## src/sv/gff_pkg.sv

```systemverilog
// Package for the grid flood fill block: codes, command and status words.
`timescale 1ns / 1ps
`default_nettype none

package gff_pkg;

    localparam int CFG_W   = 7;
    localparam int CFG_IW  = 1;
    localparam int SYM_W   = 8;
    localparam int COORD_W = 6;

    localparam logic [CFG_IW-1:0] CFG_ROWS = 1'b0;
    localparam logic [CFG_IW-1:0] CFG_COLS = 1'b1;

    localparam logic [CFG_W-1:0] ROWS_RESET = 7'd64;
    localparam logic [CFG_W-1:0] COLS_RESET = 7'd64;

    typedef enum logic [1:0] {
        ACT_WRITE = 2'd0,
        ACT_READ  = 2'd1,
        ACT_FILL  = 2'd2
    } action_t;

    typedef enum logic [1:0] {
        RES_ZERO = 2'd0,
        RES_OOR  = 2'd1,
        RES_SYM  = 2'd2,
        RES_OLD  = 2'd3
    } res_sel_t;

    typedef enum logic [2:0] {
        ST_IDLE     = 3'd0,
        ST_CHECK    = 3'd1,
        ST_SEED     = 3'd2,
        ST_POP      = 3'd3,
        ST_POP_WAIT = 3'd4,
        ST_NB_ISSUE = 3'd5,
        ST_NB_CHECK = 3'd6,
        ST_DONE     = 3'd7
    } state_t;

    typedef struct packed {
        logic     load_item;
        logic     use_nb;
        logic     grid_rd;
        logic     grid_wr;
        logic     push;
        logic     pop;
        logic     latch_old;
        logic     latch_cur;
        logic     nb_inc;
        logic     res_load;
        res_sel_t res_sel;
    } cmd_t;

    typedef struct packed {
        action_t action;
        logic    seed_oor;
        logic    depth_zero;
        logic    nb_valid;
        logic    nb_last;
        logic    match;
        logic    same_sym;
    } status_t;

endpackage

`default_nettype wire

```

## src/sv/gff_ctrl.sv

```systemverilog
// Controller state machine for the grid flood fill.
`timescale 1ns / 1ps
`default_nettype none

module gff_ctrl (
    input  wire logic             clk,
    input  wire logic             rst_n,
    input  wire logic             start,
    input  wire gff_pkg::status_t status,
    output gff_pkg::cmd_t         cmd,
    output logic                  busy,
    output logic                  done
);

    gff_pkg::state_t state_reg;
    gff_pkg::state_t state_next;

    always_ff @(posedge clk or negedge rst_n)
    begin
        if (!rst_n)
            state_reg <= gff_pkg::ST_IDLE;
        else
            state_reg <= state_next;
    end

    always_comb
    begin
        state_next  = state_reg;
        cmd         = '0;
        cmd.res_sel = gff_pkg::RES_ZERO;
        busy        = (state_reg != gff_pkg::ST_IDLE);
        done        = 1'b0;
        unique case (state_reg)
            gff_pkg::ST_IDLE:
            begin
                if (start)
                begin
                    cmd.load_item = 1'b1;
                    state_next    = gff_pkg::ST_CHECK;
                end
            end
            gff_pkg::ST_CHECK:
            begin
                unique case (status.action) inside
                    gff_pkg::ACT_WRITE, gff_pkg::ACT_READ, gff_pkg::ACT_FILL:
                    begin
                        if (status.seed_oor)
                        begin
                            cmd.res_load = 1'b1;
                            cmd.res_sel  = gff_pkg::RES_OOR;
                            state_next   = gff_pkg::ST_DONE;
                        end
                        else
                        begin
                            cmd.grid_rd = 1'b1;
                            state_next  = gff_pkg::ST_SEED;
                        end
                    end
                    default:
                    begin
                        cmd.res_load = 1'b1;
                        state_next   = gff_pkg::ST_DONE;
                    end
                endcase
            end
            gff_pkg::ST_SEED:
            begin
                cmd.latch_old = 1'b1;
                cmd.res_load  = 1'b1;
                state_next    = gff_pkg::ST_DONE;
                unique case (status.action)
                    gff_pkg::ACT_WRITE:
                    begin
                        cmd.grid_wr = 1'b1;
                        cmd.res_sel = gff_pkg::RES_SYM;
                    end
                    gff_pkg::ACT_READ: cmd.res_sel = gff_pkg::RES_OLD;
                    gff_pkg::ACT_FILL:
                    begin
                        cmd.res_sel = gff_pkg::RES_OLD;
                        if (!status.same_sym)
                        begin
                            cmd.grid_wr = 1'b1;
                            cmd.push    = 1'b1;
                            state_next  = gff_pkg::ST_POP;
                        end
                    end
                    default: ;
                endcase
            end
            gff_pkg::ST_POP:
            begin
                if (status.depth_zero)
                    state_next = gff_pkg::ST_DONE;
                else
                begin
                    cmd.pop    = 1'b1;
                    state_next = gff_pkg::ST_POP_WAIT;
                end
            end
            gff_pkg::ST_POP_WAIT:
            begin
                cmd.latch_cur = 1'b1;
                state_next    = gff_pkg::ST_NB_ISSUE;
            end
            gff_pkg::ST_NB_ISSUE:
            begin
                cmd.use_nb = 1'b1;
                if (status.nb_valid)
                begin
                    cmd.grid_rd = 1'b1;
                    state_next  = gff_pkg::ST_NB_CHECK;
                end
                else
                begin
                    cmd.nb_inc = 1'b1;
                    state_next = status.nb_last ? gff_pkg::ST_POP : gff_pkg::ST_NB_ISSUE;
                end
            end
            gff_pkg::ST_NB_CHECK:
            begin
                cmd.use_nb = 1'b1;
                cmd.nb_inc = 1'b1;
                if (status.match)
                begin
                    cmd.grid_wr = 1'b1;
                    cmd.push    = 1'b1;
                end
                state_next = status.nb_last ? gff_pkg::ST_POP : gff_pkg::ST_NB_ISSUE;
            end
            gff_pkg::ST_DONE:
            begin
                done       = 1'b1;
                state_next = gff_pkg::ST_IDLE;
            end
            default: state_next = gff_pkg::ST_IDLE;
        endcase
    end

endmodule

`default_nettype wire

```

## config.mk

```make
export PLATFORM = sky130hd
export DESIGN_NAME = gff_ctrl
export DESIGN_NICKNAME = d
export VERILOG_FILES = /design/src/sv/gff_pkg.sv /design/src/sv/gff_ctrl.sv
export SDC_FILE = /design/constraint.sdc
export NUM_CORES = 1
export LEC_CHECK = 0
export BUFFER_PORTS_ARGS = -buffer_cell sky130_fd_sc_hd__buf_2
export CORE_AREA = 4 4 41 43
export CTS_CLUSTER_DIAMETER = 30
export DETAILED_ROUTE_END_ITERATION = 8
export DIE_AREA = 0 0 45 47
export PLACE_DENSITY = 0.64
export SYNTH_ARGS = -nofsm -noshare
export SYNTH_HDL_FRONTEND = slang
export SYNTH_SLANG_ARGS = --single-unit
```

## constraint.sdc

```tcl
create_clock -name clk -period 1.4 [get_ports clk]
set_clock_uncertainty 0.2 [all_clocks]
set_input_delay 0.28 -clock clk [delete_from_list [all_inputs] [get_ports clk]]
set_output_delay 0.28 -clock clk [all_outputs]
set_load 0.05 [all_outputs]
```

==> impl_metrics.py, run 1 <==
metrics = {
    "pwr": {
        "power_uw": 2996,
        "power_per_cell_area_mw_per_mm2": 2569,
        "p_leak_uw": 0.0005251,
        "vdd_drop_max_v": 0.001594,
    },
    "detailed_routing": {
        "first_pass_iters": 3,
        "via_per_inst": 5.000,
        "drt-wirelength-per-cell_um": 15.79,
        "wl_um": 1989,
        "drt_iter0_markers": 4,
        "drcViolationCount": 0,
        "num_vias": 630,
        "antenna_left": 0,
    },
    "global_routing": {
        "overflow": 0,
        "grt_pass1_vias": 685,
        "grtUsageTotal": 0.1976,
        "grt_pass1_wl_um": 2994,
        "busiest_layer": "met2",
        "grtUsageMet3": 0.02682,
        "grt_util_met2": 0.4068,
        "antenna_found_initial": 0,
        "grt_start_max_net_pins": 8,
        "use_met1": 0.1800,
    },
    "setup_path": {
        "r2r_start": "state_reg[2]$_DFFE_PN0P_",
        "crit_arrival_ps": 1420,
        "required_ps": 920,
        "reg2reg_slack_ps": -250,
        "critPathSlowestCell": "dfrtp_2",
        "path_class": "reg2out",
        "slowest_delay_ps": 430,
        "rr_endpoint": "state_reg[0]$_DFFE_PN0P_",
        "crit_path_cell_trace": "or3_4 > a21oi_4 > buf_6",
        "start_kind": "register",
        "crit_path_end_kind": "output pin",
        "critPathMaxFanout": 4,
        "worst_r2r_path_depth": 6,
    },
    "logic_synthesis": {
        "synth.distinct_cells": 24,
        "netlist_area_um2": 416.7,
        "ys_ff_latch": 3,
        "syn_nets": 69,
        "postSynthCellCount": 54,
        "synth_seq_area_share": 0.1802,
        "syn_avg_cell_area_um2": 7.716,
        "yosysWarnings": 0,
    },
    "sta": {
        "worst_slew_pin_slew_ps": 197.1,
        "fin_crit_sh": 1.358,
        "min_period_ps": 1901,
        "finalSetupViolations": 16,
        "relSlewSlack": 0.8684,
        "fin_ws_ps": -500.7,
        "max_freq_ghz": 0.5261,
        "final_hold_viol_count": 0,
        "rsz0062_at_grt": "yes",
        "drv_slew": 0,
    },
    "place": {
        "io_buffers": 24,
        "hpwl_um": 1078,
        "dpl-instance-area_um2": 830.8,
        "gp_congestion": 0.7456,
        "pre_cts_slack_ps": -505.4,
    },
    "run_status": {
        "status": "finished with violations",
        "violations": "setup timing",
    },
    "final_layout": {
        "largest_reg_flops": 3,
        "fin_area_mm2": 0.001166,
        "layout_common_cells": "26 x buf_6, 16 x buf_4, 10 x buf_2, 7 x a21oi_4",
        "final_common_cell": "buf_6",
        "fill_cells": 55,
        "drive_above_1_share": 0.8468,
        "final_nets": 127,
        "diodes": 0,
        "area_delta_synth_final_pct": 179.9,
    },
    "clock_network": {
        "cts_buffers": 3,
        "tritoncts": "built",
        "root_buffer": "clkbuf_4",
        "clock_path_buffers": 2,
        "clkTransAtPathRegs_ps": 30,
        "worstSkewPairLatency_ps": 240,
        "cts.sinks": 3,
        "htreeDepth": 1,
    },
    "floorplan": {
        "rows": 13,
        "fp.dieArea_mm2": 0.002115,
        "core_mm2": 0.001301,
        "num_io_pins": 25,
        "die_h_um": 47,
        "die_w_um": 45,
        "initial_core_util": 0.3202,
    },
    "hold_path": {
        "hp-class": "in2reg",
        "hold_start": "status[2]",
        "min_to": "state_reg[1]$_DFFE_PN0P_",
        "holdPathStages": 3,
    },
    "job": {
        "cap_violations": 0,
    },
}
[how the worst max path moves through the flow]
| stage | start | to | slack, ps | cells after the start |
|---|---|---|---|---|
| 2_1_floorplan | state_reg[0]$_DFFE_PN0P_ | cmd[1] | -560 | 3 |
| 3_3_place_gp | status[6] | cmd[9] | -480 | 5 |
| 3_5_place_dp | status[6] | cmd[9] | -510 | 5 |
| 4_1_cts | state_reg[2]$_DFFE_PN0P_ | cmd[9] | -490 | 3 |
| 5_1_grt | state_reg[2]$_DFFE_PN0P_ | cmd[9] | -550 | 3 |
| 6_report | state_reg[2]$_DFFE_PN0P_ | cmd[9] | -500 | 3 |
[per-layer routing]
metal / up-vias / wire (um)
li1: 299 / -
met1: 303 / 757
met2: 24 / 1106
met3: 4 / 96
met4: 0 / 29
met5: - / 0
[through the flow]
step	hold WS, ps	std cells	setup TNS (ps)	utilization
2_1_floorplan	-215.6	54	-3870	-
3_3_place_gp	-126.1	112	-4722	0.6385
3_5_place_dp	-122.5	112	-4864	0.6385
4_1_cts	153.0	124	-5880	0.8442
5_1_grt	122.8	126	-7065	0.8962
6_report	129.3	126	-6217	0.8962
[worst max-delay path, delay by kind of cell, from the launching register on]
family / cells / cell delay (ps)
compound gates: 1 / 170
buf+inv: 1 / 170
simple gates: 1 / 410
flops: 1 / 430
[Yosys cell counts]
library cell	instances	share of area
or3_4	1	0.027
o21a_1	1	0.018
nor3b_1	1	0.018
buf_2	3	0.036
nand2b_1	2	0.030
o211ai_2	1	0.030
nand2_1	5	0.045
nor2_1	5	0.045
or3_1	1	0.015
maj3_1	1	0.024
a21oi_4	1	0.039
dfrtp_1	3	0.18
inv_1	4	0.036
a211oi_1	1	0.018
and2b_1	1	0.018
nor2b_1	3	0.045
nor3_1	3	0.036
o221ai_2	1	0.036
buf_6	1	0.027
nand3b_1	2	0.036
a21oi_1	6	0.072
nor3_2	1	0.024
ha_1	4	0.12
o21ai_0	2	0.024
[cell type report]
class | instances | area (um2) | share of cell area
inverters | 4 | 22.52 | 0.01931
flip-flops and latches | 3 | 78.83 | 0.06760
well taps | 15 | 18.77 | 0.01609
repair buffers | 57 | 533.0 | 0.4571
multi-input cells | 43 | 486.7 | 0.4174
clock buffers | 4 | 26.28 | 0.02253
[power by group]
part / switching (uW) / total [uW] / leakage (uW) / internal [uW]
combinational: 1360 / 2610 / 0.000479 / 1240
clock: 46.2 / 153 / 0.0000150 / 107
sequential: 91.3 / 234 / 0.0000313 / 143
total: 1500 / 3000 / 0.000525 / 1490
[repair_timing]
item                                   CTS  global route
endpoints found under the hold margin    3             0
pin swaps                                9             8
setup buffers                            7             3
hold buffers                             1             0
setup endpoints to repair               17            17
resized for setup                       55            14
[kinds of logic (layout without fill, tap and decap cells)]
logic type	Yosys count	in the layout	synth area share
flip-flops	3	3	0.1802
buffers and inverters	8	65	0.09908
AO/OA/AOI/OAI	13	13	0.2372
adder cells (fa/ha/maj)	5	5	0.1441
AND/OR/NAND/NOR	25	25	0.3393
Power figures use the tool's default switching activity.
==> inputs of run 2 (changes only) <==
Settings changed: REMOVE_ABC_BUFFERS set to 1, SETUP_SLACK_MARGIN set to 0.15.
Clock period 1.4 ns to 1.55 ns, I/O delays scaled along.
==> run 2 against run 1 <==
  * The run still ends with setup timing left
  * Routed wire length down 8.3%
  * Clock power shrank 3%
  * Highest routed layer unchanged
  * First-iteration DRC count shrank 50%
  * Worst hold slack better by 49 ps
==> impl_metrics.py, run 2 (synthesized netlist as in run 1, its figures left out) <==
metrics = {
    "clock_network": {
        "cts.sinks": 3,
        "worstSkewPairLatency_ps": 250,
        "cts_buffers": 3,
        "root_buffer": "clkbuf_4",
        "htreeDepth": 1,
        "clock_path_buffers": 2,
        "clkTransAtPathRegs_ps": 40,
        "tritoncts": "built",
    },
    "sta": {
        "hold_ws_ps": 178.7,
        "fin_ws_ps": -394.1,
        "max_freq_ghz": 0.5144,
        "fin_crit_sh": 1.254,
        "min_period_ps": 1944,
        "drv_slew": 0,
        "finalSetupViolations": 16,
        "rsz0062_at_grt": "yes",
        "relSlewSlack": 0.8587,
        "final_hold_viol_count": 0,
        "worst_slew_pin_slew_ps": 211.1,
    },
    "floorplan": {
        "die_h_um": 47,
        "initial_core_util": 0.3202,
        "rows": 13,
        "num_io_pins": 25,
        "die_w_um": 45,
        "fp.dieArea_mm2": 0.002115,
        "core_mm2": 0.001301,
    },
    "global_routing": {
        "antenna_found_initial": 0,
        "grt_pass1_wl_um": 2518,
        "grtUsageTotal": 0.1626,
        "grt_start_max_net_pins": 8,
        "overflow": 0,
        "grt_pass1_vias": 619,
    },
    "final_layout": {
        "diodes": 0,
        "largest_reg_flops": 3,
        "drive_above_1_share": 0.7830,
        "final_nets": 122,
        "final_common_cell": "buf_4",
        "area_delta_synth_final_pct": 141.4,
        "layout_common_cells": "22 x buf_4, 17 x buf_6, 10 x buf_2, 5 x a21oi_2, 4 x ha_1",
    },
    "setup_path": {
        "startpoint": "state_reg[0]$_DFFE_PN0P_",
        "crit_path_end_kind": "output pin",
        "crit_path_cell_trace": "or3_4 > nor2_4 > buf_6",
        "worst_r2r_path_depth": 6,
        "slowest_delay_ps": 470,
        "critPathMaxFanout": 7,
        "crit_arrival_ps": 1430,
        "rr_endpoint": "state_reg[0]$_DFFE_PN0P_",
        "path_class": "reg2out",
        "critPathSlowestCell": "dfrtp_2",
        "crit_path_end": "cmd[11]",
        "reg2reg_slack_ps": -100,
        "start_kind": "register",
        "r2r_start": "state_reg[2]$_DFFE_PN0P_",
        "required_ps": 1040,
    },
    "place": {
        "hpwl_um": 1042,
        "io_buffers": 24,
        "gp_congestion": 0.7742,
    },
    "detailed_routing": {
        "via_per_inst": 5.033,
        "drt-wirelength-per-cell_um": 15.07,
        "first_pass_iters": 2,
        "drt_iter0_markers": 2,
        "wl_um": 1824,
        "antenna_left": 0,
        "drcViolationCount": 0,
        "num_vias": 609,
    },
    "pwr": {
        "power_per_cell_area_mw_per_mm2": 2345,
        "p_leak_uw": 0.0004753,
        "vdd_drop_max_v": 0.001422,
        "power_uw": 2359,
    },
    "hold_path": {
        "holdPathStages": 3,
        "hp-class": "in2reg",
    },
    "run_status": {
        "status": "finished with violations",
        "violations": "setup timing",
    },
    "job": {
        "cap_violations": 0,
    },
}
run 2: cell types whose count changed in the layout (fill, tap and decap cells not counted), moves of 2 or more:
cell,change
nor2_4,-2
nor2_2,+2
nor3_2,-2
a21oi_4,-6
buf_8,-2
a21oi_2,+5
nand2_2,-2
buf_4,+6
buf_6,-9
run 2: what timing repair did:
item / CTS / global route
endpoints found under the setup margin: 17 / 17
pin swaps: 8 / 5
hold endpoints to repair: 3 / 0
resized for setup: 46 / 23
hold buffers: 1 / 0
setup buffers: 5 / 8
run 2: report_power, final:
part           switching, uW  leakage, uW  total [uW]  internal (uW)
Sequential              86.6    0.0000313         216            129
Combinational           1060     0.000429        1990            937
Clock                   51.4    0.0000150         148           97.1
run 2: through the flow:
stage / instance area, um2 / worst slack (ps) / cells / utilization / setup TNS, ps
final: 1006 / -394.1 / 121 / 0.7731 / -4627
after global routing: 1006 / -426.1 / 121 / 0.7731 / -5322
after CTS: 857.1 / -377.5 / 113 / 0.6587 / -3951
after detailed placement: 634.4 / -392.8 / 103 / 0.4875 / -2422
after global placement: 634.4 / -351.5 / 103 / 0.4875 / -2214
after floorplan: 390.4 / -1464 / 50 / - / -7627
run 2: routing by layer:
layer	wire length [um]	GRT usage	vias up	part of all wire
li1	-	-	290	-
met1	602	0.1565	286	0.33
met2	1045	0.3277	28	0.57
met3	127	0.04598	5	0.070
met4	47	0.05263	0	0.026
met5	0	0	-	0
run 2: worst min path at each step:
| stage | end | startpoint | slack (ps) |
|---|---|---|---|
| floorplan | state_reg[0]$_DFFE_PN0P_ | rst_n | -190 |
| global route | state_reg[0]$_DFFE_PN0P_ | start | 190 |
| CTS | state_reg[0]$_DFFE_PN0P_ | start | 140 |
| global placement | state_reg[0]$_DFFE_PN0P_ | rst_n | -100 |
| detailed placement | state_reg[1]$_DFFE_PN0P_ | rst_n | -90 |
| finish | state_reg[0]$_DFFE_PN0P_ | start | 180 |
run 2: cell type report:
| class | instances | area (um2) |
|---|---|---|
| clock buffers | 4 | 26.28 |
| well taps | 15 | 18.77 |
| fillers | 95 | 295.3 |
| flip-flops and latches | 3 | 78.83 |
| repair buffers | 52 | 446.7 |
| multi-input cells | 43 | 417.9 |
| inverters | 4 | 17.52 |
run 2: critical path: cells and delay by family, from the launching register on:
kind,cells,cell delay [ps]
buf+inv,1,160
simple gates,2,550
flops,1,470
==> inputs of run 3 (changes only) <==
Settings changed: CTS_BUF_LIST set to sky130_fd_sc_hd__clkbuf_4 sky130_fd_sc_hd__clkbuf_8.
==> run 3 against run 2 <==
  * The flow still finishes with violations (setup timing)
  * Register-to-register slack hardly changed
  * Combinational power about the same
  * Critical endpoint unchanged
  * Clock power grew 9%
==> impl_metrics.py, run 3 (synthesized netlist as in run 1, its figures left out) <==
metrics = {
    "run_status": {
        "status": "finished with violations",
        "violations": "setup timing",
    },
    "place": {
        "place_inst": 103,
        "dpl-instance-area_um2": 634.4,
        "io_buffers": 24,
        "gp_congestion": 0.7742,
        "hpwl_um": 1042,
        "pre_cts_slack_ps": -392.8,
    },
    "global_routing": {
        "grt_pass1_wl_um": 2511,
        "grtUsageMet3": 0.04598,
        "grt_pass1_vias": 613,
        "overflow": 0,
        "grt_start_max_net_pins": 8,
        "grtUsageTotal": 0.1626,
        "use_met1": 0.1565,
        "grt_util_met2": 0.3277,
        "busiest_layer": "met2",
        "antenna_found_initial": 0,
    },
    "sta": {
        "final_hold_viol_count": 0,
        "fin_ws_ps": -394.1,
        "drv_slew": 0,
        "rsz0062_at_grt": "yes",
        "max_freq_ghz": 0.5144,
        "fin_crit_sh": 1.254,
        "relSlewSlack": 0.8460,
        "finalSetupViolations": 16,
        "fin_tns_setup_ps": -4570,
        "worst_slew_pin_slew_ps": 231.0,
        "min_period_ps": 1944,
    },
    "floorplan": {
        "initial_core_util": 0.3202,
        "die_h_um": 47,
        "core_mm2": 0.001301,
        "num_io_pins": 25,
        "fp.dieArea_mm2": 0.002115,
        "rows": 13,
        "die_w_um": 45,
    },
    "clock_network": {
        "htreeDepth": 1,
        "cts_buffers": 3,
        "clock_path_buffers": 2,
        "tritoncts": "built",
        "cts.sinks": 3,
        "worstSkewPairLatency_ps": 240,
        "root_buffer": "clkbuf_4",
        "clkTransAtPathRegs_ps": 40,
    },
    "final_layout": {
        "final_util": 0.7760,
        "final_nets": 122,
        "fill_cells": 94,
        "diodes": 0,
        "fin_cells": 121,
        "drive_above_1_share": 0.7925,
        "layout_common_cells": "22 x buf_4, 17 x buf_6, 10 x buf_2, 5 x a21oi_2",
        "area_delta_synth_final_pct": 142.3,
        "fin_area_mm2": 0.001010,
        "final_common_cell": "buf_4",
        "multi_input_area_um2": 417.9,
        "layout.area.seq_um2": 78.83,
        "largest_reg_flops": 3,
    },
    "setup_path": {
        "r2r_start": "state_reg[2]$_DFFE_PN0P_",
        "critPathMaxFanout": 7,
        "start_kind": "register",
        "worst_r2r_path_depth": 6,
        "rr_endpoint": "state_reg[0]$_DFFE_PN0P_",
        "critPathSlowestCell": "dfrtp_2",
        "path_class": "reg2out",
        "crit_arrival_ps": 1430,
        "slowest_delay_ps": 470,
        "reg2reg_slack_ps": -110,
        "crit_path_cell_trace": "or3_4 > nor2_4 > buf_6",
        "required_ps": 1040,
        "crit_path_end_kind": "output pin",
    },
    "detailed_routing": {
        "drt-wirelength-per-cell_um": 14.81,
        "antenna_left": 0,
        "via_per_inst": 5.025,
        "drt_iter0_markers": 14,
        "wl_um": 1792,
        "first_pass_iters": 3,
        "drcViolationCount": 0,
        "num_vias": 608,
    },
    "pwr": {
        "vdd_drop_max_v": 0.001408,
        "power_per_cell_area_mw_per_mm2": 2351,
        "p_leak_uw": 0.0004787,
    },
    "hold_path": {
        "hold_start": "start",
        "hp-class": "in2reg",
        "min_to": "state_reg[0]$_DFFE_PN0P_",
        "holdPathStages": 3,
    },
    "job": {
        "cap_violations": 0,
    },
}
[run 3: changes by cell type in the layout (fill, tap and decap cells not counted)]
cell / change
clkbuf_1: -1
clkbuf_4: +1
[run 3: per-layer routing]
layer  vias up  wire [um]
met2        28       1001
met5         -          0
li1        290          -
met4         0         12
met3         2        136
met1       288        641
[run 3: power breakdown]
group	total [uW]	switching [uW]	internal [uW]
clock	161	46.8	114
combinational	2000	1060	936
sequential	218	88.8	129
total	2370	1190	1180
[run 3: area by class of cell]
| cell class | count | share of cell area |
|---|---|---|
| Sequential cell | 3 | 0.07807 |
| Clock buffer | 4 | 0.02974 |
| Timing Repair Buffer | 52 | 0.4424 |
| Multi-Input combinational cell | 43 | 0.4139 |
| Inverter | 4 | 0.01735 |
| Tap cell | 15 | 0.01859 |
[run 3: worst max-delay path by stage]
stage	from	endpoint	slack, ps	cells after the start
after floorplan	state_reg[0]$_DFFE_PN0P_	cmd[1]	-1460	2
after global placement	status[6]	cmd[9]	-350	5
after detailed placement	status[6]	cmd[9]	-390	5
after CTS	state_reg[2]$_DFFE_PN0P_	cmd[9]	-380	3
after global routing	state_reg[1]$_DFFE_PN0P_	cmd[0]	-420	4
final	state_reg[0]$_DFFE_PN0P_	cmd[11]	-390	3
[run 3: through the flow]
step | hold WS, ps | total power [uW]
after floorplan | -185.6 | 992.9
after global placement | -95.47 | 1410
after detailed placement | -89.70 | 1426
after CTS | 139.7 | 2016
after global routing | 182.2 | 2501
final | 174.9 | 2374
[run 3: timing repair]
item	CTS	global route
gates resized for setup	46	23
hold buffers	1	0
hold endpoints to repair	3	0
setup buffers	5	8
setup endpoints to repair	17	17
pin swaps	8	5
[run 3: critical path: cells and delay by family, from the launching register on]
kind                   cells  cell delay [ps]
DFF                        1              470
buffers and inverters      1              160
and+or+nand+nor            2              560
